## config.mk

```make
export PLATFORM = sky130hd
export DESIGN_NAME = tick_to_civil_date_time_core
export DESIGN_NICKNAME = d
export VERILOG_FILES = /design/src/tcdt_pkg.sv /design/src/tick_to_civil_date_time_core.sv /design/src/tcdt_out_buf.sv
export SDC_FILE = /design/constraint.sdc
export NUM_CORES = 2
export LEC_CHECK = 0
export BUFFER_PORTS_ARGS = -buffer_cell sky130_fd_sc_hd__buf_4
export CAP_MARGIN = 30
export CORE_ASPECT_RATIO = 2
export CORE_MARGIN = 5
export CORE_UTILIZATION = 42
export DETAILED_ROUTE_END_ITERATION = 8
export REMOVE_ABC_BUFFERS = 1
export SETUP_SLACK_MARGIN = 0.1
export SYNTH_ARGS = -nofsm -noshare
export SYNTH_HDL_FRONTEND = slang
export SYNTH_SLANG_ARGS = --single-unit
```

## constraint.sdc

```tcl
create_clock -name clk -period 29.4 [get_ports clk]
set_clock_uncertainty 0.2 [all_clocks]
set_input_delay 4.41 -clock clk [delete_from_list [all_inputs] [get_ports clk]]
set_output_delay 4.41 -clock clk [all_outputs]
set_load 0.05 [all_outputs]
```

## src/tcdt_pkg.sv

```systemverilog
// ============================================================================
// tcdt_pkg: shared types and constants for the tick to civil date/time core
// Reciprocal multipliers for the constant divisions, register indexes and
// the result item layout.
// ============================================================================
`default_nettype none

package tcdt_pkg;

  // register indexes of the configuration port
  typedef enum logic [0:0] {
    CFG_BASE_SECONDS = 1'b0,
    CFG_BASE_TICK_MS = 1'b1
  } cfg_idx_t;

  // time constants
  localparam logic [31:0] SecPerDay  = 32'd86400;
  localparam logic [16:0] SecPerHour = 17'd3600;
  localparam logic [11:0] SecPerMin  = 12'd60;

  // calendar constants, day 0 is 0000-03-01
  localparam logic [19:0] DaysTo0300 = 20'd719468;
  localparam logic [19:0] EraStart4  = 20'd584388;   // 4 * 146097
  localparam logic [19:0] EraStart5  = 20'd730485;   // 5 * 146097
  localparam logic [11:0] EraYear4   = 12'd1600;
  localparam logic [11:0] EraYear5   = 12'd2000;

  // round-up reciprocals, exact over the operand range in use
  localparam logic [28:0] DivMsMul   = 29'd274877907;   // /1000, shift 38
  localparam logic [31:0] DivDayMul  = 32'd3257812231;  // /86400, shift 48
  localparam logic [17:0] DivHourMul = 18'd149131;      // /3600, shift 29
  localparam logic [12:0] DivMinMul  = 13'd4370;        // /60, shift 18
  localparam logic [18:0] Div1460Mul = 19'd367720;      // /1460, shift 29
  localparam logic [18:0] Div365Mul  = 19'd367720;      // /365, shift 27
  localparam logic [11:0] Div153Mul  = 12'd3427;        // /153, shift 19

  // one result item, year in the low bits
  typedef struct packed {
    logic [5:0]  second;
    logic [5:0]  minute;
    logic [4:0]  hour;
    logic [4:0]  day;
    logic [3:0]  month;
    logic [11:0] year;
  } result_t;

  // days before the start of shifted month mp (march based): (153*mp+2)/5
  function automatic logic [8:0] mp_day_offset(input logic [3:0] mp);
    logic [8:0] r;
    case (mp)
      4'd0:    r = 9'd0;
      4'd1:    r = 9'd31;
      4'd2:    r = 9'd61;
      4'd3:    r = 9'd92;
      4'd4:    r = 9'd122;
      4'd5:    r = 9'd153;
      4'd6:    r = 9'd184;
      4'd7:    r = 9'd214;
      4'd8:    r = 9'd245;
      4'd9:    r = 9'd275;
      4'd10:   r = 9'd306;
      4'd11:   r = 9'd337;
      default: r = 9'd0;
    endcase
    return r;
  endfunction

endpackage

`default_nettype wire

```

## src/tick_to_civil_date_time_core.sv

```systemverilog
// ============================================================================
// tick_to_civil_date_time_core: millisecond tick to UTC calendar date and time
// Thirteen-stage pipeline from a 32-bit tick sample to year/month/day and
// hour/minute/second, followed by a two-entry output buffer.
// ============================================================================
// Each accepted tick sample yields exactly one result transaction. The core
// takes one sample per clock while the skid entry of the output buffer is
// free; a result is offered once its sample has passed the 13 pipeline
// stages and the output register. The clock rate is
// set by the widest stage, the 32x32 reciprocal multiply that splits seconds
// into days. Elapsed time is (now_ms - base_tick_ms) mod 2^32 divided by 1000,
// added to base_seconds mod 2^32, so every input maps to a date between 1970
// and 2106. When the output is stalled the pipeline freezes as a whole once
// the skid entry is occupied; no transaction is dropped or duplicated.
// Configuration writes are meant to happen while no transaction is in flight.
// ============================================================================
`default_nettype none

module tick_to_civil_date_time_core (
  input  logic                 clk,
  input  logic                 rst,
  // configuration write port
  input  logic                 cfg_we,
  input  tcdt_pkg::cfg_idx_t   cfg_index,
  input  logic [31:0]          cfg_data,
  // tick samples in
  input  logic                 s_axis_tvalid,
  output logic                 s_axis_tready,
  input  logic [31:0]          s_axis_tdata,   // [31:0] now_ms
  // date/time results out
  output logic                 m_axis_tvalid,
  input  logic                 m_axis_tready,
  output logic [39:0]          m_axis_tdata    // [11:0] year, [15:12] month,
                                               // [20:16] day, [25:21] hour,
                                               // [31:26] minute, [37:32] second,
                                               // [39:38] zero
);
  import tcdt_pkg::*;

  localparam int unsigned NumStages = 13;

  typedef struct packed {
    logic [4:0] hh;
    logic [5:0] mi;
    logic [5:0] ss;
  } tod_t;

  // configuration registers
  logic [31:0] base_seconds;
  logic [31:0] base_tick_ms;

  // pipeline control: one valid bit per stage, whole pipe advances on ce
  logic                 ce;
  logic [NumStages-1:0] vld;

  // stage registers
  logic [31:0] s1_elap;
  logic [60:0] s2_prod;
  logic [31:0] s3_secs;
  logic [63:0] s4_prod;
  logic [31:0] s4_secs;
  logic [15:0] s5_days;
  logic [16:0] s5_rem;
  logic [17:0] s6_doe;
  logic        s6_era_hi;
  logic [34:0] s6_ph;
  logic [16:0] s6_rem;
  logic [36:0] s7_aprod;
  logic [2:0]  s7_b;
  logic        s7_c;
  logic [17:0] s7_doe;
  logic        s7_era_hi;
  logic [4:0]  s7_hh;
  logic [11:0] s7_rh;
  logic [17:0] s8_t;
  logic [17:0] s8_doe;
  logic        s8_era_hi;
  logic [4:0]  s8_hh;
  logic [11:0] s8_rh;
  logic [24:0] s8_pm;
  logic [36:0] s9_py;
  logic [17:0] s9_doe;
  logic        s9_era_hi;
  tod_t        s9_tod;
  logic [8:0]  s10_yoe;
  logic [11:0] s10_y;
  logic [17:0] s10_doe;
  tod_t        s10_tod;
  logic [8:0]  s11_doy;
  logic [11:0] s11_y;
  tod_t        s11_tod;
  logic [22:0] s12_pm;
  logic [8:0]  s12_doy;
  logic [11:0] s12_y;
  tod_t        s12_tod;
  result_t     s13_res;

  // stage logic
  logic [31:0] elap_c;
  logic [60:0] prod1_c;
  logic [31:0] secs_c;
  logic [63:0] prod2_c;
  logic [15:0] days_c;
  logic [31:0] dsec_c;
  logic [16:0] rem_c;
  logic [19:0] z_c;
  logic        era_hi_c;
  logic [17:0] doe_c;
  logic [34:0] ph_c;
  logic [36:0] aprod_c;
  logic [2:0]  b_c;
  logic        c_c;
  logic [4:0]  hh_c;
  logic [11:0] rh_c;
  logic [6:0]  a_c;
  logic [17:0] t_c;
  logic [24:0] pmin_c;
  logic [36:0] py_c;
  logic [5:0]  mi_c;
  logic [5:0]  ss_c;
  logic [8:0]  yoe_c;
  logic [11:0] y_c;
  logic [1:0]  c100_c;
  logic [17:0] yday_c;
  logic [8:0]  doy_c;
  logic [10:0] mpp_c;
  logic [22:0] pm_c;
  logic [3:0]  mp_c;
  logic [3:0]  m_c;
  result_t     res_c;

  result_t     out_res;

  // --------------------------------------------------------------------------
  // configuration
  // --------------------------------------------------------------------------
  always_ff @(posedge clk) begin
    if (rst) begin
      base_seconds <= 32'd0;
      base_tick_ms <= 32'd0;
    end else if (cfg_we) begin
      case (cfg_index)
        CFG_BASE_SECONDS: base_seconds <= cfg_data;
        CFG_BASE_TICK_MS: base_tick_ms <= cfg_data;
        default: ;
      endcase
    end
  end

  // --------------------------------------------------------------------------
  // datapath, one register stage per step below
  // --------------------------------------------------------------------------
  always_comb begin
    // s1: elapsed ms, wraps at 2^32
    elap_c   = s_axis_tdata - base_tick_ms;
    // s2: ms to seconds, reciprocal product
    prod1_c  = 61'(s1_elap) * 61'(DivMsMul);
    // s3: add base seconds, wraps at 2^32
    secs_c   = base_seconds + {9'd0, s2_prod[60:38]};
    // s4: seconds to days, reciprocal product
    prod2_c  = 64'(s3_secs) * 64'(DivDayMul);
    // s5: day count and second of day
    days_c   = s4_prod[63:48];
    dsec_c   = {16'd0, days_c} * SecPerDay;
    rem_c    = 17'(s4_secs - dsec_c);
    // s6: day of 400-year era; only eras 4 and 5 are reachable
    z_c      = 20'(s5_days) + DaysTo0300;
    era_hi_c = (z_c >= EraStart5);
    doe_c    = 18'(z_c - (era_hi_c ? EraStart5 : EraStart4));
    ph_c     = 35'(s5_rem) * 35'(DivHourMul);
    // s7: doe/1460 product, century corrections, hour split
    aprod_c  = 37'(s6_doe) * 37'(Div1460Mul);
    b_c      = 3'(s6_doe >= 18'd36524) + 3'(s6_doe >= 18'd73048)
             + 3'(s6_doe >= 18'd109572) + 3'(s6_doe >= 18'd146096);
    c_c      = (s6_doe >= 18'd146096);
    hh_c     = s6_ph[33:29];
    rh_c     = 12'(s6_rem - 17'(hh_c) * SecPerHour);
    // s8: leap-adjusted day of era, minute product
    a_c      = s7_aprod[35:29];
    t_c      = s7_doe - 18'(a_c) + 18'(s7_b) - 18'(s7_c);
    pmin_c   = 25'(s7_rh) * 25'(DivMinMul);
    // s9: year of era product, minute and second
    py_c     = 37'(s8_t) * 37'(Div365Mul);
    mi_c     = s8_pm[23:18];
    ss_c     = 6'(s8_rh - 12'(mi_c) * SecPerMin);
    // s10: year of era and march-based year
    yoe_c    = s9_py[35:27];
    y_c      = 12'(yoe_c) + (s9_era_hi ? EraYear5 : EraYear4);
    // s11: day of year from march 1
    c100_c   = 2'(s10_yoe >= 9'd100) + 2'(s10_yoe >= 9'd200) + 2'(s10_yoe >= 9'd300);
    yday_c   = 18'(s10_yoe) * 18'd365 + 18'(s10_yoe[8:2]) - 18'(c100_c);
    doy_c    = 9'(s10_doe - yday_c);
    // s12: shifted month product
    mpp_c    = 11'(s11_doy) * 11'd5 + 11'd2;
    pm_c     = 23'(mpp_c) * 23'(Div153Mul);
    // s13: month, day, january/february roll into next year
    mp_c     = s12_pm[22:19];
    m_c      = (mp_c < 4'd10) ? 4'(mp_c + 4'd3) : 4'(mp_c - 4'd9);
    res_c.year   = s12_y + 12'(m_c <= 4'd2);
    res_c.month  = m_c;
    res_c.day    = 5'(s12_doy - mp_day_offset(mp_c) + 9'd1);
    res_c.hour   = s12_tod.hh;
    res_c.minute = s12_tod.mi;
    res_c.second = s12_tod.ss;
  end

  always_ff @(posedge clk) begin
    if (rst) begin
      vld <= '0;
    end else if (ce) begin
      vld <= {vld[NumStages-2:0], s_axis_tvalid};
    end
  end

  always_ff @(posedge clk) begin
    if (ce) begin
      s1_elap   <= elap_c;
      s2_prod   <= prod1_c;
      s3_secs   <= secs_c;
      s4_prod   <= prod2_c;
      s4_secs   <= s3_secs;
      s5_days   <= days_c;
      s5_rem    <= rem_c;
      s6_doe    <= doe_c;
      s6_era_hi <= era_hi_c;
      s6_ph     <= ph_c;
      s6_rem    <= s5_rem;
      s7_aprod  <= aprod_c;
      s7_b      <= b_c;
      s7_c      <= c_c;
      s7_doe    <= s6_doe;
      s7_era_hi <= s6_era_hi;
      s7_hh     <= hh_c;
      s7_rh     <= rh_c;
      s8_t      <= t_c;
      s8_doe    <= s7_doe;
      s8_era_hi <= s7_era_hi;
      s8_hh     <= s7_hh;
      s8_rh     <= s7_rh;
      s8_pm     <= pmin_c;
      s9_py     <= py_c;
      s9_doe    <= s8_doe;
      s9_era_hi <= s8_era_hi;
      s9_tod    <= '{hh: s8_hh, mi: mi_c, ss: ss_c};
      s10_yoe   <= yoe_c;
      s10_y     <= y_c;
      s10_doe   <= s9_doe;
      s10_tod   <= s9_tod;
      s11_doy   <= doy_c;
      s11_y     <= s10_y;
      s11_tod   <= s10_tod;
      s12_pm    <= pm_c;
      s12_doy   <= s11_doy;
      s12_y     <= s11_y;
      s12_tod   <= s11_tod;
      s13_res   <= res_c;
    end
  end

  // --------------------------------------------------------------------------
  // output buffer; its free skid entry gates the whole pipeline
  // --------------------------------------------------------------------------
  tcdt_out_buf u_out_buf (
    .clk       (clk),
    .rst       (rst),
    .in_valid  (vld[NumStages-1] && ce),
    .in_data   (s13_res),
    .in_ready  (ce),
    .out_valid (m_axis_tvalid),
    .out_ready (m_axis_tready),
    .out_data  (out_res)
  );

  assign s_axis_tready = ce;
  assign m_axis_tdata  = {2'b00, out_res};

  // --------------------------------------------------------------------------
  // assertions
  // --------------------------------------------------------------------------
  // every delivered result has month 1 to 12, day at least 1, a legal time of day and year 1970 to 2106
  a_result_range: assert property (@(posedge clk) disable iff (rst)
    m_axis_tvalid |-> (out_res.month >= 4'd1 && out_res.month <= 4'd12 &&
                       out_res.day >= 5'd1 && out_res.hour <= 5'd23 &&
                       out_res.minute <= 6'd59 && out_res.second <= 6'd59 &&
                       out_res.year >= 12'd1970 && out_res.year <= 12'd2106))
    else $error("result field out of range");

  // pipeline only stalls when the output register holds a result
  a_stall_cause: assert property (@(posedge clk) disable iff (rst)
    !ce |-> m_axis_tvalid)
    else $error("pipeline stalled with empty output");

  // a taken result with a parked one behind it keeps the output valid
  a_skid_refill: assert property (@(posedge clk) disable iff (rst)
    (m_axis_tvalid && m_axis_tready && !ce) |=> m_axis_tvalid)
    else $error("parked result lost");

  // an accepted sample enters the first stage
  a_accept_enters: assert property (@(posedge clk) disable iff (rst)
    (s_axis_tvalid && s_axis_tready) |=> vld[0])
    else $error("accepted sample not in pipeline");

endmodule

`default_nettype wire

```

## src/tcdt_out_buf.sv

```systemverilog
// ============================================================================
// tcdt_out_buf: two-entry output buffer
// Output register plus skid entry; upstream ready comes from a register only.
// ============================================================================
`default_nettype none

module tcdt_out_buf (
  input  logic              clk,
  input  logic              rst,
  input  logic              in_valid,
  input  tcdt_pkg::result_t in_data,
  output logic              in_ready,
  output logic              out_valid,
  input  logic              out_ready,
  output tcdt_pkg::result_t out_data
);
  import tcdt_pkg::*;

  logic    hold_valid;
  result_t hold_data;
  logic    skid_valid;
  result_t skid_data;
  logic    push;
  logic    pop;

  assign in_ready  = !skid_valid;
  assign push      = in_valid && !skid_valid;
  assign pop       = hold_valid && out_ready;
  assign out_valid = hold_valid;
  assign out_data  = hold_data;

  always_ff @(posedge clk) begin
    if (rst) begin
      hold_valid <= 1'b0;
      skid_valid <= 1'b0;
    end else if (pop || !hold_valid) begin
      if (skid_valid) begin
        hold_data  <= skid_data;
        hold_valid <= 1'b1;
        skid_valid <= 1'b0;
      end else begin
        hold_valid <= push;
        if (push) begin
          hold_data <= in_data;
        end
      end
    end else if (push) begin
      // output still waiting, park the new result
      skid_valid <= 1'b1;
      skid_data  <= in_data;
    end
  end

endmodule

`default_nettype wire
```

==> metrics.yaml <==
cts_setup_buffers: 0
vias: 46683
cts-root-buf: "clkbuf_16"
netlist.top_cell.by_area: "ha_1"
clk_latency_ns: 0.67
area_growth_pct: 8.52
start_util_pct: 42.2
hold_viol: 0
ys_types: 81
die_x_um: 308
fmax_mhz: 118
synthDominantCellAreaShare_pct: 27.6
critPathKind: "reg2reg"
synth.area.top_cells: "ha_1 (28%), fa_1 (25%), edfxtp_1 (22%)"
coreArea_um2: 176000
finalSetupViolCount: 0
fin_crit_sh_pct: 28.9
die_h_um: 605
crit_top_cell: "ha_1"
grt_pass1_wl_um: 296000
grt_remaining_overflow: 0
numCtsBuffers: 60
cts_tree: "done"
tightest_slew_ns: 0.993
drtIter0Drc: 1646
syn_inst: 6614
slew_headroom_pct: 33.8
cp_data_arrival_time_ns: 8.84
worst_ep_required_time_ns: 29.75
synth_edf_count: 550
start_kind: "flop"
io_pins: 112
htreeDepth: 2
rows: 218
final_common_cell: "inv_1"
netlist_area_um2: 74400
cp_slowest_cell: "fa_1"
min_period_ns: 8.50
ctsResizeCount: 0
hpwl_um: 165000
detail_route.vias_per_cell: 5.08
finish.utilization_pct: 45.8
dr.pass1.iters: 7
routed_wl_um: 192000
ys.flop_type: "edfxtp_1"
cts_max_path_buffers: 3
ys_seq_area_share_pct: 24.5
drc: 0
ys_warn_count: 0
rsz0062_at_grt: "no"
synthArstFlopShare_pct: 0
cts.clk_slew.worst_paths_ns: 0.07
drv_slew: 0
grtUsageTotal_pct: 21.0
antenna_found_initial: 10
fp.dieArea_um2: 186000
hold_path.class: "reg2reg"
ys_ff_latch: 634
cts_num_sinks: 634
portBuffers: 109
final_antenna_net_count: 0
crit_fanout: 6
hold_buffers: 0
post_drt_wl_per_cell_um: 20.9
gp_congestion: 1.00
nets: 9473
grt_pass1_vias: 52900
drive_gt1_share_pct: 5.18
syn_avg_cell_area_um2: 11.2
hold_ws_ns: 0.201
layout_common_cells: "inv_1 (1,748), ha_1 (1,640), fa_1 (943)"
drv_cap: 0
grt_max_degree: 88
fin_tns_setup_ns: 0
status: "complete, no violations"
cp-end-kind: "flop"
cp_slowest_stage_delay_ns: 0.56
[state kept, by name (all words and copies together) (netlist names), 13 cells and up, named ones only]
signal	cells
vld	13
s1_elap	32
u_out_buf.out_data	38
s8_t	18
s3_secs	32
base_seconds	32
s5_days	16
s13_res	38
s5_rem	17
s4_prod	17
s4_secs	16
u_out_buf.skid_data	38
s2_prod	23
res_c	17
s6_doe	18
base_tick_ms	32
s11_tod	17
s9_tod	17
s10_tod	17
s7_doe	18
[layout make-up]
cell class / instances / area (µm²)
clock inverters: 45 / 572
multi-input cells: 4198 / 49500
flip-flops and latches: 634 / 18200
fillers: 16421 / 95500
diodes: 5 / 12.5
well taps: 2310 / 2890
repair buffers: 177 / 1390
inverters: 1749 / 6570
clock buffers: 68 / 1560
[stage by stage]
| stage | setup slack, ns | cells | area (µm²) |
|---|---|---|---|
| 2_1_floorplan | 14.10 | 6581 | 74300 |
| 3_3_place_gp | 20.88 | 9059 | 78500 |
| 3_5_place_dp | 20.91 | 9065 | 78500 |
| 4_1_cts | 20.86 | 9178 | 80600 |
| 5_1_grt | 20.16 | 9185 | 80700 |
| 6_report | 20.90 | 9186 | 80700 |
[per-layer routing]
layer  track usage (%)  routed length, µm
met5                 0                 37
met4              13.0              15300
met3              1.93               4750
met2              42.7             111000
met1              19.5              61600
[cells by family after synthesis]
| family | count (synthesis) | share of synthesized area (%) |
|---|---|---|
| AO/OA/AOI/OAI | 644 | 5.65 |
| XOR/XNOR | 252 | 2.97 |
| adder cells (fa/ha/maj) | 2583 | 53.0 |
| buffers and inverters | 1783 | 9.01 |
| flip-flops | 634 | 24.5 |
| multiplexers | 53 | 0.784 |
| other | 1 | 0.00504 |
| AND/OR/NAND/NOR | 664 | 4.18 |
[synthesized netlist by cell type, types with 7 or more instances]
cell / instances
and4_1: 8
mux2i_1: 13
o211ai_1: 11
xnor2_1: 188
o21ai_0: 103
a21oi_1: 228
fa_1: 943
o21bai_1: 37
a21boi_0: 12
nor4_1: 8
and3_1: 20
dfxtp_1: 84
clkbuf_1: 29
ha_1: 1640
nor2b_1: 35
nand3_1: 47
nor2_1: 160
inv_1: 1749
and2_1: 8
or2_2: 7
nand2_1: 235
xor2_1: 64
nor3_1: 46
a211oi_1: 15
a21o_1: 96
nand4_1: 42
a31oi_1: 20
edfxtp_1: 550
o21a_1: 25
nand2b_1: 26
mux2_2: 39
o31ai_1: 11
[path summary, 6_finish.rpt]
check             start        end  slack, ns  cells after the start
min reg2reg   s7_era_hi  s8_era_hi       0.20                      0
min           s7_era_hi  s8_era_hi       0.20                      0
max reg2reg  s11_doy[1]       flop      20.90                     29
max          s11_doy[1]       flop      20.90                     29
[worst max-delay path, delay by kind of cell, from the launching register on]
kind / cells / cell delay, ns
fa+ha+maj: 9 / 3.59
compound gates: 11 / 2.72
simple gates: 5 / 0.80
flops: 1 / 0.48
xor+xnor: 2 / 0.47
buf+inv: 2 / 0.14
Power is not shown: default switching activity piles up to over one toggle a cycle in this logic, so the estimate is an artifact.
